==> config.mk <==
export PLATFORM = sky130hd
export DESIGN_NAME = pwm_ns_to_timer_prescale
export DESIGN_NICKNAME = d
export VERILOG_FILES = /design/src/rtl/pntp_pkg.sv /design/src/rtl/pntp_div.sv /design/src/rtl/pntp_mul.sv /design/src/rtl/pwm_ns_to_timer_prescale.sv
export SDC_FILE = /design/constraint.sdc
export NUM_CORES = 1
export LEC_CHECK = 0
export ABC_AREA = 0
export BUFFER_PORTS_ARGS = -buffer_cell sky130_fd_sc_hd__buf_2
export CAP_MARGIN = 20
export CORE_AREA = 2 2 252 254
export CTS_CLUSTER_SIZE = 14
export DETAILED_ROUTE_END_ITERATION = 7
export DIE_AREA = 0 0 254 256
export GPL_TIMING_DRIVEN = 0
export PLACE_DENSITY = 0.75
export SYNTH_ARGS = -nofsm -noshare
export SYNTH_HDL_FRONTEND = slang
export SYNTH_SLANG_ARGS = --single-unit
==> constraint.sdc <==
create_clock -name aclk -period 12.65 [get_ports aclk]
set_input_delay 3.795 -clock aclk [delete_from_list [all_inputs] [get_ports aclk]]
set_output_delay 3.795 -clock aclk [all_outputs]
set_load 0.005 [all_outputs]
==> src/rtl/pntp_pkg.sv <==
// Shared types and constants for the PWM nanosecond-to-prescale block.
package pntp_pkg;

    localparam int PCLK_W  = 28;
    localparam int TICK_W  = 30;
    localparam int NS_W    = 32;
    localparam int COUNT_W = 16;
    localparam int CODE_W  = 4;
    localparam int CH_W    = 3;
    localparam int MODE_W  = 2;

    localparam logic [NS_W-1:0]    NS_PER_S    = 32'd1000000000;
    localparam logic [NS_W-1:0]    COUNT_LIMIT = 32'h0000_FFFF;
    localparam logic [PCLK_W-1:0]  PCLK_RESET  = 28'd100000000;

    localparam logic [MODE_W-1:0] MODE_SET     = 2'd0;
    localparam logic [MODE_W-1:0] MODE_GET     = 2'd1;
    localparam logic [MODE_W-1:0] MODE_ENABLE  = 2'd2;
    localparam logic [MODE_W-1:0] MODE_DISABLE = 2'd3;

    typedef enum logic [3:0] {
        ST_IDLE,
        ST_TICK,
        ST_PDIV,
        ST_TICK0,
        ST_CNT0,
        ST_SEARCH,
        ST_TICKK,
        ST_PDIV2,
        ST_WDIV,
        ST_MUL_P,
        ST_MUL_W,
        ST_DONE
    } state_t;

endpackage

==> src/rtl/pntp_div.sv <==
// Bit-serial restoring divider: 32-bit dividend by 30-bit divisor, one quotient bit a cycle.
module pntp_div (
    input  logic                         aclk,
    input  logic                         aresetn,
    input  logic                         start,
    input  logic [pntp_pkg::NS_W-1:0]    dividend,
    input  logic [pntp_pkg::TICK_W-1:0]  divisor,
    output logic                         done,
    output logic [pntp_pkg::NS_W-1:0]    quotient
);

    localparam int STEP_W = $clog2(pntp_pkg::NS_W);
    localparam logic [STEP_W-1:0] LAST_STEP = STEP_W'(pntp_pkg::NS_W - 1);

    logic                          busy_reg, busy_next;
    logic                          done_reg, done_next;
    logic [STEP_W-1:0]             cnt_reg, cnt_next;
    logic [pntp_pkg::TICK_W-1:0]   rem_reg, rem_next;
    logic [pntp_pkg::TICK_W-1:0]   dvsr_reg, dvsr_next;
    logic [pntp_pkg::NS_W-1:0]     quo_reg, quo_next;
    logic [pntp_pkg::TICK_W:0]     trial;
    logic [pntp_pkg::TICK_W:0]     diff;
    logic                          fits;

    always_comb begin
        trial = {rem_reg, quo_reg[pntp_pkg::NS_W-1]};
        diff  = trial - {1'b0, dvsr_reg};
        fits  = trial >= {1'b0, dvsr_reg};

        busy_next = busy_reg;
        done_next = 1'b0;
        cnt_next  = cnt_reg;
        rem_next  = rem_reg;
        dvsr_next = dvsr_reg;
        quo_next  = quo_reg;
        if (start) begin
            busy_next = 1'b1;
            cnt_next  = '0;
            rem_next  = '0;
            dvsr_next = divisor;
            quo_next  = dividend;
        end else if (busy_reg) begin
            cnt_next = cnt_reg + 1'b1;
            rem_next = fits ? diff[pntp_pkg::TICK_W-1:0] : trial[pntp_pkg::TICK_W-1:0];
            quo_next = {quo_reg[pntp_pkg::NS_W-2:0], fits};
            if (cnt_reg == LAST_STEP) begin
                busy_next = 1'b0;
                done_next = 1'b1;
            end
        end
    end

    always_ff @(posedge aclk) begin
        if (!aresetn) begin
            busy_reg <= 1'b0;
            done_reg <= 1'b0;
        end else begin
            busy_reg <= busy_next;
            done_reg <= done_next;
        end
    end

    always_ff @(posedge aclk) begin
        cnt_reg  <= cnt_next;
        rem_reg  <= rem_next;
        dvsr_reg <= dvsr_next;
        quo_reg  <= quo_next;
    end

    assign done     = done_reg;
    assign quotient = quo_reg;

endmodule

==> src/rtl/pntp_mul.sv <==
// Bit-serial shift-add multiplier: tick times 16-bit count, wrapped to 32 bits.
module pntp_mul (
    input  logic                          aclk,
    input  logic                          aresetn,
    input  logic                          start,
    input  logic [pntp_pkg::TICK_W-1:0]   mcand,
    input  logic [pntp_pkg::COUNT_W-1:0]  mplier,
    output logic                          done,
    output logic [pntp_pkg::NS_W-1:0]     product
);

    localparam int STEP_W = $clog2(pntp_pkg::COUNT_W);
    localparam logic [STEP_W-1:0] LAST_STEP = STEP_W'(pntp_pkg::COUNT_W - 1);

    logic                          busy_reg, busy_next;
    logic                          done_reg, done_next;
    logic [STEP_W-1:0]             cnt_reg, cnt_next;
    logic [pntp_pkg::NS_W-1:0]     acc_reg, acc_next;
    logic [pntp_pkg::NS_W-1:0]     mcand_reg, mcand_next;
    logic [pntp_pkg::COUNT_W-1:0]  mplier_reg, mplier_next;

    always_comb begin
        busy_next   = busy_reg;
        done_next   = 1'b0;
        cnt_next    = cnt_reg;
        acc_next    = acc_reg;
        mcand_next  = mcand_reg;
        mplier_next = mplier_reg;
        if (start) begin
            busy_next   = 1'b1;
            cnt_next    = '0;
            acc_next    = '0;
            mcand_next  = {{(pntp_pkg::NS_W - pntp_pkg::TICK_W){1'b0}}, mcand};
            mplier_next = mplier;
        end else if (busy_reg) begin
            cnt_next    = cnt_reg + 1'b1;
            acc_next    = mplier_reg[0] ? acc_reg + mcand_reg : acc_reg;
            mcand_next  = {mcand_reg[pntp_pkg::NS_W-2:0], 1'b0};
            mplier_next = {1'b0, mplier_reg[pntp_pkg::COUNT_W-1:1]};
            if (cnt_reg == LAST_STEP) begin
                busy_next = 1'b0;
                done_next = 1'b1;
            end
        end
    end

    always_ff @(posedge aclk) begin
        if (!aresetn) begin
            busy_reg <= 1'b0;
            done_reg <= 1'b0;
        end else begin
            busy_reg <= busy_next;
            done_reg <= done_next;
        end
    end

    always_ff @(posedge aclk) begin
        cnt_reg    <= cnt_next;
        acc_reg    <= acc_next;
        mcand_reg  <= mcand_next;
        mplier_reg <= mplier_next;
    end

    assign done    = done_reg;
    assign product = acc_reg;

endmodule

==> src/rtl/pwm_ns_to_timer_prescale.sv <==
// Top level: PWM timer front end converting nanosecond requests to prescale and counts.
//
// One request at a time; the result sits in an output register so the next request
// can be taken while it waits. Each request is worked out on the shared bit-serial
// divider and multiplier: enable and disable go straight to the result, get takes
// one division and two products, set takes three divisions when the current prescale
// fits, and up to seven divisions plus one halving step per code tried when a new
// prescale is searched.
module pwm_ns_to_timer_prescale #(
    parameter int NUM_CHANNELS = 8,
    parameter int MAX_DIV_CODE = 10
) (
    input  logic                            aclk,
    input  logic                            aresetn,

    input  logic                            cfg_wr_en,
    input  logic [pntp_pkg::PCLK_W-1:0]     cfg_wr_data,

    input  logic                            s_valid,
    output logic                            s_ready,
    input  logic [pntp_pkg::MODE_W-1:0]     s_mode,
    input  logic [pntp_pkg::CH_W-1:0]       s_channel,
    input  logic [pntp_pkg::NS_W-1:0]       s_period_ns,
    input  logic [pntp_pkg::NS_W-1:0]       s_pulse_ns,

    output logic                            m_valid,
    input  logic                            m_ready,
    output logic                            m_status,
    output logic [pntp_pkg::NS_W-1:0]       m_period_ns_out,
    output logic [pntp_pkg::NS_W-1:0]       m_pulse_ns_out
);

    localparam int CH_IDX_W = (NUM_CHANNELS > 1) ? $clog2(NUM_CHANNELS) : 1;
    localparam logic [pntp_pkg::CH_W:0]     NCH      = (pntp_pkg::CH_W + 1)'(NUM_CHANNELS);
    localparam logic [pntp_pkg::CODE_W-1:0] MAX_CODE = pntp_pkg::CODE_W'(MAX_DIV_CODE);

    pntp_pkg::state_t state_reg, state_next;
    logic launch_reg, launch_next;

    logic [pntp_pkg::MODE_W-1:0]   mode_reg, mode_next;
    logic [pntp_pkg::CH_W-1:0]     ch_reg, ch_next;
    logic [pntp_pkg::NS_W-1:0]     period_reg, period_next;
    logic [pntp_pkg::NS_W-1:0]     pulse_reg, pulse_next;
    logic [pntp_pkg::TICK_W-1:0]   tick_reg, tick_next;
    logic [pntp_pkg::COUNT_W-1:0]  pcount_reg, pcount_next;
    logic [pntp_pkg::NS_W-1:0]     cnt_reg, cnt_next;
    logic [pntp_pkg::CODE_W-1:0]   k_reg, k_next;
    logic [pntp_pkg::CODE_W-1:0]   code_new_reg, code_new_next;
    logic                          status_reg, status_next;
    logic [pntp_pkg::NS_W-1:0]     pout_reg, pout_next;
    logic [pntp_pkg::NS_W-1:0]     wout_reg, wout_next;

    logic                          m_valid_reg, m_valid_next;
    logic                          m_status_reg, m_status_next;
    logic [pntp_pkg::NS_W-1:0]     m_pout_reg, m_pout_next;
    logic [pntp_pkg::NS_W-1:0]     m_wout_reg, m_wout_next;

    logic [pntp_pkg::PCLK_W-1:0]   pclk_reg, pclk_next;
    logic [pntp_pkg::CODE_W-1:0]   div_code_reg, div_code_next;
    logic [pntp_pkg::COUNT_W-1:0]  period_count_reg, period_count_next;
    logic [pntp_pkg::COUNT_W-1:0]  compare_reg [NUM_CHANNELS];
    logic [pntp_pkg::COUNT_W-1:0]  compare_next [NUM_CHANNELS];
    logic [NUM_CHANNELS-1:0]       enable_reg, enable_next;

    logic                          div_start, div_done;
    logic [pntp_pkg::NS_W-1:0]     div_dividend, div_q;
    logic [pntp_pkg::TICK_W-1:0]   div_divisor;
    logic                          mul_start, mul_done;
    logic [pntp_pkg::COUNT_W-1:0]  mul_count;
    logic [pntp_pkg::NS_W-1:0]     mul_p;

    logic [pntp_pkg::CODE_W-1:0]   code_sel;
    logic [pntp_pkg::PCLK_W-1:0]   freq_sh;
    logic [pntp_pkg::TICK_W-1:0]   freq_div;
    logic [pntp_pkg::TICK_W-1:0]   tick_fix;
    logic                          ch_ok, ch_ok_in;
    logic [CH_IDX_W-1:0]           ch_idx, ch_idx_in;
    logic [pntp_pkg::COUNT_W-1:0]  cmp_sel;
    logic                          m_free;

    pntp_div u_div (
        .aclk     (aclk),
        .aresetn  (aresetn),
        .start    (div_start),
        .dividend (div_dividend),
        .divisor  (div_divisor),
        .done     (div_done),
        .quotient (div_q)
    );

    pntp_mul u_mul (
        .aclk    (aclk),
        .aresetn (aresetn),
        .start   (mul_start),
        .mcand   (tick_reg),
        .mplier  (mul_count),
        .done    (mul_done),
        .product (mul_p)
    );

    always_comb begin
        freq_sh  = pclk_reg >> code_sel;
        freq_div = {{(pntp_pkg::TICK_W - pntp_pkg::PCLK_W){1'b0}},
                    (freq_sh == '0) ? pntp_pkg::PCLK_W'(1) : freq_sh};
        tick_fix = (div_q == '0) ? pntp_pkg::TICK_W'(1) : div_q[pntp_pkg::TICK_W-1:0];
        ch_ok     = {1'b0, ch_reg} < NCH;
        ch_ok_in  = {1'b0, s_channel} < NCH;
        ch_idx    = ch_reg[CH_IDX_W-1:0];
        ch_idx_in = s_channel[CH_IDX_W-1:0];
        cmp_sel   = ch_ok ? compare_reg[ch_idx] : '0;
        m_free    = !m_valid_reg || m_ready;
    end

    always_comb begin
        state_next        = state_reg;
        mode_next         = mode_reg;
        ch_next           = ch_reg;
        period_next       = period_reg;
        pulse_next        = pulse_reg;
        tick_next         = tick_reg;
        pcount_next       = pcount_reg;
        cnt_next          = cnt_reg;
        k_next            = k_reg;
        code_new_next     = code_new_reg;
        status_next       = status_reg;
        pout_next         = pout_reg;
        wout_next         = wout_reg;
        m_valid_next      = m_valid_reg && !m_ready;
        m_status_next     = m_status_reg;
        m_pout_next       = m_pout_reg;
        m_wout_next       = m_wout_reg;
        pclk_next         = cfg_wr_en ? cfg_wr_data : pclk_reg;
        div_code_next     = div_code_reg;
        period_count_next = period_count_reg;
        compare_next      = compare_reg;
        enable_next       = enable_reg;
        div_start         = 1'b0;
        div_dividend      = period_reg;
        div_divisor       = tick_reg;
        mul_start         = 1'b0;
        mul_count         = period_count_reg;
        code_sel          = div_code_reg;

        unique case (state_reg)
            pntp_pkg::ST_IDLE: begin
                if (s_valid) begin
                    mode_next   = s_mode;
                    ch_next     = s_channel;
                    period_next = s_period_ns;
                    pulse_next  = s_pulse_ns;
                    status_next = 1'b0;
                    pout_next   = '0;
                    wout_next   = '0;
                    unique case (s_mode)
                        pntp_pkg::MODE_SET, pntp_pkg::MODE_GET: begin
                            state_next = pntp_pkg::ST_TICK;
                        end
                        pntp_pkg::MODE_ENABLE: begin
                            if (ch_ok_in) begin
                                enable_next = enable_reg | (NUM_CHANNELS'(1) << ch_idx_in);
                            end
                            state_next = pntp_pkg::ST_DONE;
                        end
                        default: begin
                            if (ch_ok_in) begin
                                enable_next = enable_reg & ~(NUM_CHANNELS'(1) << ch_idx_in);
                            end
                            state_next = pntp_pkg::ST_DONE;
                        end
                    endcase
                end
            end
            pntp_pkg::ST_TICK: begin
                code_sel     = div_code_reg;
                div_dividend = pntp_pkg::NS_PER_S;
                div_divisor  = freq_div;
                div_start    = launch_reg;
                if (div_done) begin
                    tick_next  = tick_fix;
                    state_next = (mode_reg == pntp_pkg::MODE_GET) ? pntp_pkg::ST_MUL_P
                                                                  : pntp_pkg::ST_PDIV;
                end
            end
            pntp_pkg::ST_PDIV: begin
                div_start = launch_reg;
                if (div_done) begin
                    if ({2'b00, tick_reg} >= period_reg || div_q > pntp_pkg::COUNT_LIMIT) begin
                        state_next = pntp_pkg::ST_TICK0;
                    end else begin
                        pcount_next   = div_q[pntp_pkg::COUNT_W-1:0];
                        code_new_next = div_code_reg;
                        state_next    = pntp_pkg::ST_WDIV;
                    end
                end
            end
            pntp_pkg::ST_TICK0: begin
                code_sel     = '0;
                div_dividend = pntp_pkg::NS_PER_S;
                div_divisor  = freq_div;
                div_start    = launch_reg;
                if (div_done) begin
                    tick_next  = tick_fix;
                    state_next = pntp_pkg::ST_CNT0;
                end
            end
            pntp_pkg::ST_CNT0: begin
                div_start = launch_reg;
                if (div_done) begin
                    cnt_next   = div_q;
                    k_next     = '0;
                    state_next = pntp_pkg::ST_SEARCH;
                end
            end
            pntp_pkg::ST_SEARCH: begin
                priority if (cnt_reg < pntp_pkg::COUNT_LIMIT) begin
                    code_new_next = k_reg;
                    state_next    = pntp_pkg::ST_TICKK;
                end else if (k_reg == MAX_CODE) begin
                    status_next = 1'b1;
                    state_next  = pntp_pkg::ST_DONE;
                end else begin
                    cnt_next = {1'b0, cnt_reg[pntp_pkg::NS_W-1:1]};
                    k_next   = k_reg + 1'b1;
                end
            end
            pntp_pkg::ST_TICKK: begin
                code_sel     = code_new_reg;
                div_dividend = pntp_pkg::NS_PER_S;
                div_divisor  = freq_div;
                div_start    = launch_reg;
                if (div_done) begin
                    tick_next  = tick_fix;
                    state_next = pntp_pkg::ST_PDIV2;
                end
            end
            pntp_pkg::ST_PDIV2: begin
                div_start = launch_reg;
                if (div_done) begin
                    pcount_next = div_q[pntp_pkg::COUNT_W-1:0];
                    state_next  = pntp_pkg::ST_WDIV;
                end
            end
            pntp_pkg::ST_WDIV: begin
                div_dividend = pulse_reg;
                div_start    = launch_reg;
                if (div_done) begin
                    div_code_next     = code_new_reg;
                    period_count_next = pcount_reg;
                    if (ch_ok) begin
                        compare_next[ch_idx] = div_q[pntp_pkg::COUNT_W-1:0];
                    end
                    state_next = pntp_pkg::ST_DONE;
                end
            end
            pntp_pkg::ST_MUL_P: begin
                mul_count = period_count_reg;
                mul_start = launch_reg;
                if (mul_done) begin
                    pout_next  = mul_p;
                    state_next = pntp_pkg::ST_MUL_W;
                end
            end
            pntp_pkg::ST_MUL_W: begin
                mul_count = cmp_sel;
                mul_start = launch_reg;
                if (mul_done) begin
                    wout_next  = mul_p;
                    state_next = pntp_pkg::ST_DONE;
                end
            end
            pntp_pkg::ST_DONE: begin
                if (m_free) begin
                    m_valid_next  = 1'b1;
                    m_status_next = status_reg;
                    m_pout_next   = pout_reg;
                    m_wout_next   = wout_reg;
                    state_next    = pntp_pkg::ST_IDLE;
                end
            end
            default: begin
                state_next = pntp_pkg::ST_IDLE;
            end
        endcase

        launch_next = state_next != state_reg;
    end

    always_ff @(posedge aclk) begin
        if (!aresetn) begin
            state_reg <= pntp_pkg::ST_IDLE;
        end else begin
            state_reg <= state_next;
        end
    end

    always_ff @(posedge aclk) begin
        if (!aresetn) begin
            launch_reg       <= 1'b0;
            m_valid_reg      <= 1'b0;
            pclk_reg         <= pntp_pkg::PCLK_RESET;
            div_code_reg     <= '0;
            period_count_reg <= '1;
            enable_reg       <= '0;
            for (int i = 0; i < NUM_CHANNELS; i++) begin
                compare_reg[i] <= '1;
            end
        end else begin
            launch_reg       <= launch_next;
            m_valid_reg      <= m_valid_next;
            pclk_reg         <= pclk_next;
            div_code_reg     <= div_code_next;
            period_count_reg <= period_count_next;
            enable_reg       <= enable_next;
            compare_reg      <= compare_next;
        end
    end

    always_ff @(posedge aclk) begin
        mode_reg     <= mode_next;
        ch_reg       <= ch_next;
        period_reg   <= period_next;
        pulse_reg    <= pulse_next;
        tick_reg     <= tick_next;
        pcount_reg   <= pcount_next;
        cnt_reg      <= cnt_next;
        k_reg        <= k_next;
        code_new_reg <= code_new_next;
        status_reg   <= status_next;
        pout_reg     <= pout_next;
        wout_reg     <= wout_next;
        m_status_reg <= m_status_next;
        m_pout_reg   <= m_pout_next;
        m_wout_reg   <= m_wout_next;
    end

    assign s_ready         = state_reg == pntp_pkg::ST_IDLE;
    assign m_valid         = m_valid_reg;
    assign m_status        = m_status_reg;
    assign m_period_ns_out = m_pout_reg;
    assign m_pulse_ns_out  = m_wout_reg;

endmodule

* Word-level counts from Yosys, hierarchy flattened *
Cells that the tools add are included.

word-level totals
  bits in registers = 652
  input port bits = 102
  logic and storage cells = 193

operators by class
  add/sub/neg operators = 5
  order comparisons = 6
  equality and inequality tests = 28
  shift-type cells = 1
  muxes and demuxes = 71
  bitwise operators = 4
  reduce and logical (&&, ||, !) cells = 35

operators with widths
  operator                                                                 count
  32-bit one-hot mux with 2 select lines                                   4
  32-bit two-way mux                                                       7
  16-bit two-way mux                                                       9
  128-bit bitwise mux                                                      1
  30-bit two-way mux                                                       3
  4-bit two-way mux                                                        22
  28-bit two-way mux                                                       2
  16-bit binary-select mux with 3-bit select                               1
  16-bit demux with 3-bit select                                           1
  4-bit one-hot mux with 12 select lines                                   1
  32-bit adder                                                             1
  30-bit by 32-bit greater-or-equal comparator with 1-bit output           1
  32-bit by 16-bit > comparator with 1-bit output (second input constant)  1
  32-bit logical NOT                                                       1
  32-bit by 16-bit < comparator with 1-bit output (second input constant)  1
  16-bit one-hot mux with 2 select lines                                   1
  31-bit by 30-bit greater-or-equal comparator with 1-bit output           1
  30-bit subtractor                                                        1
  28-bit logical NOT                                                       1
  28-bit by 4-bit right shift with 28-bit output                           1
  4-bit == test (second input constant)                                    6
  4-bit one-hot mux with 2 select lines                                    3
  4-bit by 3-bit == test with 1-bit output (second input constant)         4
  4-bit AND reduction                                                      4
  other kinds (26)                                                         72

* Longest topological paths before layout *
  word-level depth = 6
  depth in mapped cells = 14
  depth with buffers taken out = 13

* By module *
A second synthesis with hierarchy kept.

unflattened totals
  cell total of the unflattened synthesis = 3,118
  area total of the unflattened synthesis = 31,726.7 µm²

modules (own cells, without submodules)
  module                    instances  cells each  area an instance (µm²)  seq. area each (µm²)
  pwm_ns_to_timer_prescale  1          2,065       20,928.8                12,201.7
  pntp_div                  1          552         5,753.0                 2,602.5
  pntp_mul                  1          501         5,044.8                 2,182.1

* Worst setup path before layout *
Ideal clock, no wire load.

  kind = input-to-reg
  start = input m_ready
  end = register m_pout_reg, in the netlist m_period_ns_out[0] (enable)
  arrival = 8,294 ps
  required time = 12,082 ps
  slack = 3,788 ps
  stages = 2
  path buffers = 0
  cell sequence = nor2b_1 > nor3_1

between the ends
  word-level cells in the longest chain between the ends = 2

RTL lines
  item                                  RTL line                         source
  start: declaration                    pwm_ns_to_timer_prescale.sv:27   input logic m_ready,
  1-bit logical OR                      pwm_ns_to_timer_prescale.sv:111  m_free = !m_valid_reg || m_ready;
  2-bit AND reduction (no source line)  --
  end signal: assignment                pwm_ns_to_timer_prescale.sv:332  m_pout_reg <= m_pout_next;
  end: declaration                      pwm_ns_to_timer_prescale.sv:55   logic [pntp_pkg::NS_W-1:0] m_pout_reg, m_pout_next;

Every way passes these cells.
A chain may end at the register's enable or synchronous reset.

* Worst setup path after layout *
  start = register state_reg[0]
  end = output s_ready

between the ends
  word-level cells in the longest chain between the ends = 1

RTL lines
  item                      RTL line                         source
  start: declaration        pwm_ns_to_timer_prescale.sv:37   pntp_pkg::state_t state_reg, state_next;
  start signal: assignment  pwm_ns_to_timer_prescale.sv:290  state_reg <= pntp_pkg::ST_IDLE;
  start signal: assignment  pwm_ns_to_timer_prescale.sv:292  state_reg <= state_next;
  4-bit logical NOT         pwm_ns_to_timer_prescale.sv:336  assign s_ready = state_reg == pntp_pkg::ST_IDLE;
  end: declaration          pwm_ns_to_timer_prescale.sv:20   output logic s_ready,

Every way passes these cells.

==> results.md <==
* Status: finished clean
* Hold_buf cts at 0
* Worst slew pin tran at between 1 and 1.5 ns
* Clk root buf: clkbuf_16
* Startpoint types: flop
* Initial core utilization at 0.493
* YS warnings at 0
* Dpl hpwl at roughly 62,000 microns
* Drt wl/cell at 20.1 microns
* Worst Hold Class: flop to flop
* CP Class: flop to primary output
* Max Cap Violations at 0
* Worst EP arrival at between 2 and 2.5 ns
* Gate power share at 0.297
* Final setup fails at 0
* R2R depth at 13
* Synth Register Bits at 652
* Vias in the first global route at 23,294
* Post-synth EDFFs at 393
* Iter 0 DRT Violations at 2,457
* Max Buffers Root-to-Sink at 3
* Crit. End Element: primary output
* Buffer count from post-CTS setup fixing at 0
* Slew headroom at 0.236
* Tcrit/Tclk final at 0.477
* NumNets Final at 3,530
* Fin. Hold Viols at 0
* Number of flip-flops in the largest register at 128
* Hold path start: pout_reg[29]
* Worst r2r dst: u_div.rem_reg[28]
* Syn_nets at around 3,300
* Register area share after synthesis at 0.552
* Minimum clock period at around 6 ns
* Final ANT Viol Nets at 0
* Commonest cells after routing, fill and taps aside: nand2_1, edfxtp_1, dfxtp_1, nand3_1, clkbuf_1
* PD cells at around 200 mW/mm^2
* Yosys cell types at between 80 and 90
* PostCTS Resize Cnt at 0
* Synth Flop Type: edfxtp_1
* Hold Crit Depth at 0
* Filler Cell Count at 5,467
* Clk sinks at roughly 650
* FF-to-FF setup slack at 8.49 ns
* Sequential share of power at 0.415
* TritonCTS buffer count at 70
* IO buf count at roughly 170
* Die height at between 200 and 300 microns
* Vias at approximately 24,000
* First-pass GRT wire length at 131,000 microns
* Min-Delay Endpoint: m_period_ns_out[29]
* Area Growth Syn to Fin at 14.2%
* Sw frac at 0.344
* Avg Synthesized Cell Area at 9.99 sq um
* Pleak at 14.6 nW
* Internal at 4.60 mW
* GRT Resource Usage Total at 0.260
* Synth async-reset ratio at 0
* Worst vdd ir at 0.132 mV
* RSZ-0062 raised after global routing: false
* Placed cell area at around 0.033 sq mm
* Die Area at between 0.06 and 0.07 sq mm
* Gpl congestion at roughly 0.96
* Die X at between 200 and 300 microns
* Sum Neg Setup Slack at 0 ns
* Mapped Area at 0.0308 sq mm
* I/O pins at between 150 and 200
* Final wirelength at 84,900 microns
* Fin Clk Skew at 0.0272 ns
* Clk Latency, worst-skew pair at 0.62 ns
* Worst-path fanout max at 10
* Clock share of power at 0.288
* Share of layout cells above drive strength 1 at 0.111
* Most common cell after layout, fill and taps aside: nand2_1
* Max-slew violations at 0
* Initial antenna violation count at 2
* Post-route cell area at roughly 0.035 sq mm
* DRC at 0
* Synthesized instance count at 3,080
* First drt pass iteration count at 6
* Reg clk slew, reported paths at 0.06 ns
* Largest net degree at the start of global routing at 50
* Grt ovf at 0
* P_sw at 2.41 mW
* R2r startpoint: u_div.quotient[31]
* CTS tree: done
* Req. time, crit path at 8.85 ns
* Core Region at 0.0624 sq mm
* Vias per Instance at 5.76
* H-tree depth at 3
* Ant. Diodes at 0
* Row Count at slightly above 90
* Peak Freq at 166 MHz
## metal layers
layer | wire length [microns] | vias up | global-route usage
met5 | 0 | - | 0
met4 | 3130 | 0 | 0.107
met3 | 7690 | 196 | 0.0487
met2 | 38900 | 1158 | 0.412
met1 | 35200 | 11591 | 0.351
li1 | - | 11425 | -
## synthesized netlist by cell type, types with 8 or more instances
cell type,count,area share
nand2_1,720,0.088
and3_1,77,0.016
xnor2_1,32,0.0091
o21a_1,13,0.0032
mux2_2,16,0.0059
nand2b_1,25,0.0051
ha_1,96,0.039
a21boi_0,12,0.0029
a211oi_1,14,0.0034
inv_1,87,0.011
dfxtp_1,259,0.17
edfxtp_1,393,0.38
mux4_2,26,0.019
a21o_1,45,0.011
buf_2,16,0.0026
nor2_1,159,0.019
nor3_1,24,0.0039
nand3_1,192,0.031
nor4_1,23,0.0047
and2_1,12,0.0024
nand4_1,25,0.0051
buf_1,19,0.0023
nor2b_1,34,0.0069
clkbuf_1,176,0.021
a21oi_1,138,0.022
xor2_1,20,0.0057
mux2i_1,105,0.034
o21ai_0,111,0.018
o21ai_1,8,0.0013
a31oi_1,44,0.0089
o31ai_1,12,0.0029
## cells by family after synthesis
group | after synthesis | synth area share
flops | 652 | 0.552
simple gates | 1334 | 0.193
fa+ha+maj | 98 | 0.0404
compound gates | 494 | 0.102
xor+xnor | 52 | 0.0148
mux | 148 | 0.0594
buf+inv | 302 | 0.0379
## power by group through the flow
stage	logic [mW]	registers (mW)	clock network, mW
floorplan	1.48	2.87	0
global placement	1.98	2.95	0
detailed placement	2.02	2.95	0
CTS	2.04	2.90	2.04
global route	2.29	2.94	2.13
finish	2.08	2.91	2.02
## how the worst max path moves through the flow
stage                       from                  to  slack [ns]
global placement         m_ready  m_pulse_ns_out[29]        1.77
global route        state_reg[0]             s_ready        6.58
detailed placement       m_ready  m_pulse_ns_out[29]        7.05
floorplan                m_ready  m_period_ns_out[0]        3.79
CTS                 state_reg[0]             s_ready        6.59
finish              state_reg[0]             s_ready        6.62
## critical path, stage by stage (launching register included)
cell and delay, ns:
dfxtp_1 0.29, buf_2 0.16, buf_1 0.26, nor4_1 0.66
buf_2 0.25
## cell type report
type | instances | area, sq um | share of cell area
Clock buffer | 99 | 2060 | 0.0586
Timing Repair Buffer | 178 | 1000 | 0.0285
Clock inverter | 29 | 221 | 0.00630
Tap cell | 846 | 1060 | 0.0301
Multi-Input combinational cell | 2126 | 12600 | 0.360
Inverter | 89 | 334 | 0.00951
Buffer | 213 | 832 | 0.0237
Sequential cell | 652 | 17000 | 0.484
## per-stage QoR
stage	cells	utilization	power, mW	setup slack, ns	hold WS [ns]
after global routing	4232	0.563	7.36	6.58	0.419
after CTS	4230	0.563	6.99	6.59	0.417
after detailed placement	4102	0.526	4.97	7.05	0.405
after global placement	4092	0.523	4.93	1.77	0.403
after floorplan	3080	-	4.34	3.79	0.400
final	4232	0.563	7.01	6.62	0.415
(Power assumes the default switching activity.)
